**src/audio_sample_byte_scrambler_defines.svh**
```systemverilog
// assertion macros shared by the scrambler rtl
// no dependencies; include by bare file name inside a module body
`ifndef AUDIO_SAMPLE_BYTE_SCRAMBLER_DEFINES_SVH
`define AUDIO_SAMPLE_BYTE_SCRAMBLER_DEFINES_SVH
`ifndef SYNTHESIS
// property checked only out of reset
`define ASBS_ASSERT(label, prop) \
  label: assert property (@(posedge clk) disable iff (!rst_n) prop) \
    else $error("scrambler check failed");
// property checked at every edge, reset included
`define ASBS_ASSERT_ALWAYS(label, prop) \
  label: assert property (@(posedge clk) prop) \
    else $error("scrambler check failed");
`else
`define ASBS_ASSERT(label, prop)
`define ASBS_ASSERT_ALWAYS(label, prop)
`endif
`endif

```
**src/asbs_pkg.sv**
```systemverilog
// types, constants and lookup tables of the audio sample byte scrambler
// no dependencies; used by asbs_scramble and audio_sample_byte_scrambler
`default_nettype none

package asbs_pkg;

  localparam int SAMPLE_W = 24;
  localparam int WORD_W   = 32;

  // marker byte in bits 31:24 of every encoded word
  localparam logic [7:0] WORD_MARK = 8'h40;
  // run position saturates here
  localparam logic [3:0] POS_MAX = 4'd15;
  // high seed nibble that bypasses the high table
  localparam logic [3:0] HI_DIRECT = 4'h9;
  // table period and base offset of the low index
  localparam logic [4:0] TBL_PERIOD = 5'd15;
  localparam logic [4:0] LOW_BASE   = 5'd14;

  // one transaction handed to the scrambler core
  typedef struct packed {
    logic                fire;
    logic [SAMPLE_W-1:0] sample;
  } asbs_step_t;

  // run length per low seed nibble
  function automatic logic [3:0] run_len(input logic [3:0] idx);
    logic [3:0] r;
    case (idx)
      4'd0:  r = 4'd0;
      4'd1:  r = 4'd1;
      4'd2:  r = 4'd3;
      4'd3:  r = 4'd5;
      4'd4:  r = 4'd7;
      4'd5:  r = 4'd9;
      4'd6:  r = 4'd11;
      4'd7:  r = 4'd13;
      4'd8:  r = 4'd14;
      4'd9:  r = 4'd12;
      4'd10: r = 4'd10;
      4'd11: r = 4'd8;
      4'd12: r = 4'd6;
      4'd13: r = 4'd4;
      4'd14: r = 4'd2;
      default: r = 4'd0;
    endcase
    return r;
  endfunction

  // low carry nibble sequence
  function automatic logic [3:0] low_nib(input logic [3:0] idx);
    logic [3:0] r;
    case (idx)
      4'd0:  r = 4'h8;
      4'd1:  r = 4'h7;
      4'd2:  r = 4'h9;
      4'd3:  r = 4'h6;
      4'd4:  r = 4'ha;
      4'd5:  r = 4'h5;
      4'd6:  r = 4'hb;
      4'd7:  r = 4'h4;
      4'd8:  r = 4'hc;
      4'd9:  r = 4'h3;
      4'd10: r = 4'hd;
      4'd11: r = 4'h2;
      4'd12: r = 4'he;
      4'd13: r = 4'h1;
      4'd14: r = 4'hf;
      default: r = 4'h0;
    endcase
    return r;
  endfunction

  // high carry nibble sequence
  function automatic logic [3:0] high_nib(input logic [3:0] idx);
    logic [3:0] r;
    case (idx)
      4'd0:  r = 4'h0;
      4'd1:  r = 4'h6;
      4'd2:  r = 4'hf;
      4'd3:  r = 4'h8;
      4'd4:  r = 4'h7;
      4'd5:  r = 4'h5;
      4'd6:  r = 4'h3;
      4'd7:  r = 4'h4;
      4'd8:  r = 4'hc;
      4'd9:  r = 4'hd;
      4'd10: r = 4'he;
      4'd11: r = 4'h1;
      4'd12: r = 4'h2;
      4'd13: r = 4'hb;
      4'd14: r = 4'ha;
      default: r = 4'h0;
    endcase
    return r;
  endfunction

  // start offset into the high sequence per high seed nibble
  function automatic logic [3:0] high_start(input logic [3:0] idx);
    logic [3:0] r;
    case (idx)
      4'd0:  r = 4'd0;
      4'd1:  r = 4'd11;
      4'd2:  r = 4'd12;
      4'd3:  r = 4'd6;
      4'd4:  r = 4'd7;
      4'd5:  r = 4'd5;
      4'd6:  r = 4'd1;
      4'd7:  r = 4'd4;
      4'd8:  r = 4'd3;
      4'd9:  r = 4'd0;
      4'd10: r = 4'd14;
      4'd11: r = 4'd13;
      4'd12: r = 4'd8;
      4'd13: r = 4'd9;
      4'd14: r = 4'd10;
      default: r = 4'd2;
    endcase
    return r;
  endfunction

  // carry byte for the given seed and run position
  function automatic logic [7:0] next_carry(input logic [7:0] seed, input logic [3:0] pos);
    logic [3:0] len;
    logic [3:0] hr;
    logic [4:0] hsum;
    logic [4:0] lsum;
    len  = run_len(seed[3:0]);
    hsum = {1'b0, high_start(seed[7:4])} + {1'b0, pos};
    if (hsum >= TBL_PERIOD) begin
      hsum = hsum - TBL_PERIOD;
    end
    hr   = (seed[7:4] == HI_DIRECT) ? HI_DIRECT : high_nib(hsum[3:0]);
    // used only when pos <= len; the low index then stays within 1..14 for pos >= 1
    lsum = LOW_BASE + {1'b0, pos} - {1'b0, len};
    if (len < pos) begin
      return 8'h00;
    end
    return {hr, low_nib(lsum[3:0])};
  endfunction

endpackage

`default_nettype wire

```
**src/asbs_scramble.sv**
```systemverilog
// scrambler core: carry, seed and run position state plus the word former
// depends on asbs_pkg
`default_nettype none

module asbs_scramble (
  input  wire logic                          clk,
  input  wire logic                          rst_n,
  input  wire asbs_pkg::asbs_step_t          step,
  output logic [asbs_pkg::WORD_W-1:0]        word
);
  import asbs_pkg::*;

  logic [7:0] carry_r, carry_nxt;
  logic [7:0] seed_r, seed_nxt;
  logic [3:0] pos_r, pos_nxt;
  logic [7:0] mid;
  logic       restart;
  logic [3:0] pos_base;

  // restart the run on a nonzero middle byte, then advance the position
  always_comb begin
    mid      = step.sample[15:8];
    restart  = (mid != 8'h00);
    pos_base = restart ? 4'd0 : pos_r;
    seed_nxt = restart ? (mid ^ carry_r) : seed_r;
    pos_nxt  = (pos_base == POS_MAX) ? POS_MAX : pos_base + 4'd1;
    carry_nxt = next_carry(seed_nxt, pos_nxt);
  end

  // encoded word uses the carry held before this transaction
  assign word = {WORD_MARK, step.sample[23:16], mid ^ carry_r, step.sample[7:0]};

  // state update once per transaction
  always_ff @(posedge clk) begin
    if (!rst_n) begin
      carry_r <= 8'h00;
      seed_r  <= 8'h00;
      pos_r   <= 4'd0;
    end else if (step.fire) begin
      carry_r <= carry_nxt;
      seed_r  <= seed_nxt;
      pos_r   <= pos_nxt;
    end
  end

endmodule

`default_nettype wire

```
**src/audio_sample_byte_scrambler.sv**
```systemverilog
// audio sample byte scrambler: input register, scrambler core, output register
// two register stages: s1 input register, then the out_tvalid output register
// throughput: one item per cycle unless stalled, set by the carry recurrence
// reset: synchronous active-low rst_n clears both valid flags and the carry,
// seed and run position state
`default_nettype none

module audio_sample_byte_scrambler (
  input  wire logic                          clk,
  input  wire logic                          rst_n,
  input  wire logic                          in_tvalid,
  output logic                               in_tready,
  input  wire logic [asbs_pkg::SAMPLE_W-1:0] in_tdata,   // [23:0] sample_bits
  output logic                               out_tvalid,
  input  wire logic                          out_tready,
  output logic [asbs_pkg::WORD_W-1:0]        out_tdata   // [31:0] encoded_word
);
  import asbs_pkg::*;
  `include "audio_sample_byte_scrambler_defines.svh"

  logic                s1_valid_r, s1_valid_nxt;
  logic [SAMPLE_W-1:0] s1_data_r;
  logic                out_valid_r, out_valid_nxt;
  logic [WORD_W-1:0]   out_data_r;
  logic                out_free;
  logic                in_fire;
  asbs_step_t          step;
  logic [WORD_W-1:0]   word;

  // pipeline advance
  always_comb begin
    out_free      = !out_valid_r || out_tready;
    in_tready     = !s1_valid_r || out_free;
    in_fire       = in_tvalid && in_tready;
    step.fire     = s1_valid_r && out_free;
    step.sample   = s1_data_r;
    s1_valid_nxt  = in_fire ? 1'b1 : (step.fire ? 1'b0 : s1_valid_r);
    out_valid_nxt = step.fire ? 1'b1 : (out_tready ? 1'b0 : out_valid_r);
  end

  asbs_scramble u_scramble (
    .clk   (clk),
    .rst_n (rst_n),
    .step  (step),
    .word  (word)
  );

  // valid flags
  always_ff @(posedge clk) begin
    if (!rst_n) begin
      s1_valid_r  <= 1'b0;
      out_valid_r <= 1'b0;
    end else begin
      s1_valid_r  <= s1_valid_nxt;
      out_valid_r <= out_valid_nxt;
    end
  end

  // payload registers
  always_ff @(posedge clk) begin
    if (in_fire) begin
      s1_data_r <= in_tdata;
    end
    if (step.fire) begin
      out_data_r <= word;
    end
  end

  assign out_tvalid = out_valid_r;
  assign out_tdata  = out_data_r;

  // checks
  `ASBS_ASSERT_ALWAYS(a_reset_clears_out, !rst_n |=> !out_tvalid)
  `ASBS_ASSERT_ALWAYS(a_ready_follows_sink, out_tready |-> in_tready)
  `ASBS_ASSERT(a_held_item_kept, (s1_valid_r && !out_free) |=> s1_valid_r)
  `ASBS_ASSERT(a_mark_byte, out_tvalid |-> (out_tdata[31:24] == WORD_MARK))

endmodule

`default_nettype wire
```
**config.mk**
```make
export PLATFORM = sky130hd
export DESIGN_NAME = audio_sample_byte_scrambler
export DESIGN_NICKNAME = d
export VERILOG_FILES = /design/src/asbs_pkg.sv /design/src/asbs_scramble.sv /design/src/audio_sample_byte_scrambler.sv
export VERILOG_INCLUDE_DIRS = /design/src /design/src/src
export SDC_FILE = /design/constraint.sdc
export NUM_CORES = 1
export LEC_CHECK = 0
export BUFFER_PORTS_ARGS = -buffer_cell sky130_fd_sc_hd__buf_2
export CAP_MARGIN = 20
export CORE_UTILIZATION = 62
export CTS_CLUSTER_SIZE = 14
export DETAILED_ROUTE_END_ITERATION = 8
export PLACE_DENSITY = 0.86
export SKIP_CTS_REPAIR_TIMING = 1
export SLEW_MARGIN = 40
export SYNTH_ARGS = -nofsm -noshare
export SYNTH_HDL_FRONTEND = slang
export SYNTH_HIERARCHICAL = 1
export SYNTH_SLANG_ARGS = --single-unit
```
**constraint.sdc**
```tcl
create_clock -name clk -period 15.7 [get_ports clk]
set_clock_uncertainty 0.1 [all_clocks]
set_input_delay 0.785 -clock clk [delete_from_list [all_inputs] [get_ports clk]]
set_output_delay 0.785 -clock clk [all_outputs]
set_load 0.01 [all_outputs]
```
==> metrics.txt <==
# TYPE chip_impl_metric gauge
chip_impl_info{name="outcome",value="finished, violations left"} 1
chip_impl_info{name="violations",value="DRC"} 1
chip_impl_info{name="critical_path_cell_by_cell",value="nor4_1 > nand2_1 > o21ai_1 > o21ai_0 > mux2_2 > nand2_1 > ha_1 > inv_1 > fa_1 > inv_1 > ha_1 > nand2_1 > o21ai_0 > o21ai_0 > ha_1 > inv_1 > o2111ai_1 > or4_1 > o211ai_1"} 1
chip_impl_metric{name="antenna-diode-count",unit=""} 0
chip_impl_metric{name="whs",unit="ns"} 0.324
chip_impl_metric{name="synthesis.instances",unit=""} 398
chip_impl_metric{name="clock_tree_buffer_depth",unit=""} 2
chip_impl_metric{name="insertion_delay",unit="ns"} 0.36
chip_impl_metric{name="cp.required",unit="ns"} 15.89
chip_impl_info{name="slowest_stage",value="o21ai_1"} 1
chip_impl_metric{name="coreArea",unit="um^2"} 6490
chip_impl_metric{name="tightestPinTransition",unit="ns"} 0.710
chip_impl_metric{name="synth-edff-count",unit=""} 56
chip_impl_metric{name="max-slew-margin-rel",unit="%"} 52.5
chip_impl_metric{name="yosys_register_bits",unit=""} 78
chip_impl_info{name="r2r-end",value="u_scramble/carry_r[5]$_SDFFE_PN0P_"} 1
chip_impl_metric{name="yosysWarnings",unit=""} 6
chip_impl_metric{name="maxSlewViolCount",unit=""} 0
chip_impl_metric{name="cell_area_power_density",unit="nW/um^2"} 194
chip_impl_metric{name="grt_pass1_vias",unit=""} 3042
chip_impl_metric{name="timing.critical_path.slowest_cell_delay",unit="ns"} 0.68
chip_impl_metric{name="route.antenna.remaining_nets",unit=""} 0
chip_impl_metric{name="fmax",unit="MHz"} 162
chip_impl_info{name="cts_tree",value="done"} 1
chip_impl_metric{name="htree_levels",unit=""} 3
chip_impl_metric{name="layout_worst_path_cycle_share",unit="%"} 39.4
chip_impl_metric{name="critPathMaxFanout",unit=""} 18
chip_impl_metric{name="final-hold-violation-count",unit=""} 0
chip_impl_metric{name="remaining_drc_errors",unit=""} 2
chip_impl_metric{name="vdd_drop_max",unit="V"} 0.000168
chip_impl_metric{name="r2r_slack",unit="ns"} 9.51
chip_impl_info{name="critical_path.startpoint",value="s1_data_r[15]$_DFFE_PP_"} 1
chip_impl_metric{name="finalSetupTns",unit="ns"} 0
chip_impl_metric{name="gpl.final_weighted_congestion",unit=""} 0.923
chip_impl_metric{name="routed-via-count",unit=""} 3192
chip_impl_metric{name="io_buffer_count",unit=""} 61
chip_impl_metric{name="synth_largest_type_area_fraction",unit="%"} 39.4
chip_impl_metric{name="clkSinkCount",unit=""} 78
chip_impl_metric{name="post-route-worst-setup-slack",unit="ns"} 9.51
chip_impl_info{name="top_library_cells_by_usage_in_the_layout_fill_and_taps_aside",value="buf_2 (61), edfxtp_1 (56), nor2_1 (37)"} 1
chip_impl_metric{name="average_vias_per_placed_instance",unit=""} 6.08
chip_impl_info{name="category_of_the_worst_setup_path_capture_point",value="flip-flop"} 1
chip_impl_info{name="final_common_cell",value="buf_2"} 1
chip_impl_metric{name="post-dp-hpwl",unit="mm"} 6.28
chip_impl_info{name="ys_top_cells_by_area",value="edfxtp_1 (39%), dfxtp_1 (10%), ha_1 (7.0%)"} 1
chip_impl_metric{name="groute.usage.overall",unit="%"} 26.1
chip_impl_metric{name="initial_core_util",unit="%"} 65.7
chip_impl_metric{name="worst_r2r_path_depth",unit=""} 19
chip_impl_metric{name="synth.yosys.seq_area_share",unit="%"} 49.7
chip_impl_metric{name="layout.nets",unit=""} 497
chip_impl_metric{name="die_h",unit="um"} 85.0
chip_impl_metric{name="area_taken_by_multi_input_logic_gates",unit="um^2"} 1860
chip_impl_info{name="cp-endpoint",value="u_scramble/carry_r[5]$_SDFFE_PN0P_"} 1
chip_impl_metric{name="drive_above_1_share",unit="%"} 21.7
chip_impl_metric{name="fin_crit",unit="ns"} 6.19
chip_impl_info{name="unrepaired_setup_endpoints_after_global_routing",value="no"} 1
chip_impl_metric{name="grt_max_degree",unit=""} 47
chip_impl_info{name="r2r-start",value="s1_data_r[15]$_DFFE_PP_"} 1
chip_impl_metric{name="netlist_area_before_placement",unit="um^2"} 4270
chip_impl_metric{name="floorplan.io_pins",unit=""} 62
chip_impl_metric{name="tritoncts.num_buffers",unit=""} 9
chip_impl_metric{name="drt_iter0_drc",unit=""} 221
chip_impl_metric{name="firstDrtPassIters",unit=""} 9
chip_impl_metric{name="fillerInstances",unit=""} 438
chip_impl_info{name="holdCritPathClass",value="flip-flop to flip-flop"} 1
chip_impl_metric{name="worstPathArrival",unit="ns"} 6.38
chip_impl_info{name="ctsRootBufferMaster",value="clkbuf_8"} 1
chip_impl_metric{name="synth-async-reset-ratio",unit="%"} 0
chip_impl_metric{name="core.rowCount",unit=""} 29
chip_impl_metric{name="setup_viol",unit=""} 0
chip_impl_metric{name="route.final.wire_length",unit="mm"} 9.04
chip_impl_metric{name="place_ws",unit="ns"} 9.56
chip_impl_metric{name="regArea",unit="um^2"} 2120
chip_impl_metric{name="layout.core_utilization",unit="%"} 72.3
chip_impl_info{name="cp-start-kind",value="flip-flop"} 1
chip_impl_metric{name="clkSlewWorstSetupHoldPaths",unit="ns"} 0.08
chip_impl_metric{name="worstSetupPathDepth",unit=""} 19
chip_impl_metric{name="grt_first_pass_wirelength",unit="mm"} 14.3
chip_impl_metric{name="layout_overhead_on_the_synthesized_area",unit="%"} 10.1
chip_impl_metric{name="path_buf_inv",unit=""} 3
chip_impl_metric{name="drv.max_cap_violation_count",unit=""} 0
chip_impl_metric{name="wl_per_cell",unit="um"} 17.2
chip_impl_info{name="synth_area_leader_cell",value="edfxtp_1"} 1
chip_impl_info{name="synth_ff_type",value="edfxtp_1"} 1
chip_impl_metric{name="unique_masters_post_synth",unit=""} 62
chip_impl_metric{name="per_instance_average_area_after_synthesis",unit="um^2"} 10.7
chip_impl_metric{name="die_x",unit="um"} 85.0
chip_impl_metric{name="die-area",unit="um^2"} 7220
chip_impl_info{name="path_delay_family",value="simple AND/OR/NAND/NOR gates"} 1
chip_impl_info{name="critical_path_class",value="flip-flop to flip-flop"} 1
chip_impl_metric{name="grt-ovfl-total",unit=""} 0
chip_impl_metric{name="power.leakage",unit="nW"} 1.93
chip_impl_metric{name="initial_antenna_violation_count",unit=""} 0
==> flip-flops by register name (all words and copies together) (netlist names) <==
register and cells:
u_scramble/pos_r 4, s1_data_r 24, out_tdata 32, u_scramble/carry_r 8, s1_valid_r 1, out_tvalid 1, u_scramble/seed_r 8
==> cell usage after synthesis, types with 3 or more instances <==
cell type and n:
nor2b_1 3, a21oi_1 23, a221o_1 3, ha_1 24, a211oi_1 5, nand2b_1 5, nand3_1 6, nor2_1 37
nand2_1 22, mux2_2 6, inv_1 26, o311ai_0 3, buf_4 25, dfxtp_1 22, a22oi_1 4, xnor2_1 9
nor4_1 4, a21o_1 4, o21a_1 3, clkbuf_1 7, edfxtp_1 56, xor2_1 8, and3_1 4, or4_1 3
a31oi_1 3, nor3_1 10, mux2i_1 11, o21ai_0 17
==> how the worst min path moves through the flow <==
stage	slack, ns	end	start	cells after the start
final	0.32	out_tdata[1]$_DFFE_PP_	s1_data_r[1]$_DFFE_PP_	0
after global routing	0.33	out_tdata[2]$_DFFE_PP_	s1_data_r[2]$_DFFE_PP_	0
after CTS	0.32	out_tdata[1]$_DFFE_PP_	s1_data_r[1]$_DFFE_PP_	0
after detailed placement	0.31	out_tdata[1]$_DFFE_PP_	s1_data_r[1]$_DFFE_PP_	0
after global placement	0.30	out_tdata[18]$_DFFE_PP_	s1_data_r[18]$_DFFE_PP_	0
after floorplan	0.36	u_scramble/seed_r[4]$_SDFFE_PN0P_	u_scramble/seed_r[4]$_SDFFE_PN0P_	2
==> cell families after synthesis <==
kind of cell	count (synthesis)	share of synthesized area (%)
adder cells (fa/ha/maj)	26	7.97
multiplexers	17	4.16
AO/OA/AOI/OAI	88	13.7
buffers and inverters	62	7.83
flip-flops	78	49.7
AND/OR/NAND/NOR	107	12.5
other	2	0.176
XOR/XNOR	18	3.87
==> layer usage <==
| layer | up-vias | GRT usage (%) | wire, um |
|---|---|---|---|
| met5 | - | 0 | 0 |
| met1 | 1508 | 29.9 | 3540 |
| met2 | 155 | 46.1 | 4690 |
| li1 | 1493 | - | - |
| met3 | 36 | 6.03 | 518 |
| met4 | 0 | 12.8 | 285 |
==> stage by stage <==
step                      instances  power [mW]  area (um^2)
after global routing            525       0.976         4700
after floorplan                 404       0.651         4290
after detailed placement        509       0.745         4490
final                           525       0.912         4700
after CTS                       525       0.897         4680
after global placement          509       0.735         4490
==> cell type report <==
class                   instances  share of cell area, %
well taps                      77                   2.05
multi-input cells             264                   39.6
clock inverters                 6                   1.52
clock buffers                  10                   2.72
repair buffers                 63                   6.82
inverters                      27                   2.16
flip-flops and latches         78                   45.2
==> worst reg2reg max path, stage by stage, from the launching register on <==
cell and delay [ns]:
edfxtp_1 0.43, nor4_1 0.49, nand2_1 0.55, o21ai_1 0.68, o21ai_0 0.18, mux2_2 0.29
nand2_1 0.07, ha_1 0.18, inv_1 0.06, fa_1 0.56, inv_1 0.14, ha_1 0.47
nand2_1 0.11, o21ai_0 0.40, o21ai_0 0.20, ha_1 0.33, inv_1 0.09, o2111ai_1 0.16
or4_1 0.54, o211ai_1 0.10
==> report_power, final <==
group	switching, mW	leakage [nW]	total [mW]	internal [mW]
combinational	0.318	1.12	0.512	0.194
clock	0.0755	0.0931	0.150	0.0745
sequential	0.00989	0.714	0.250	0.240
Note: power is estimated with default switching activity, not from simulation.
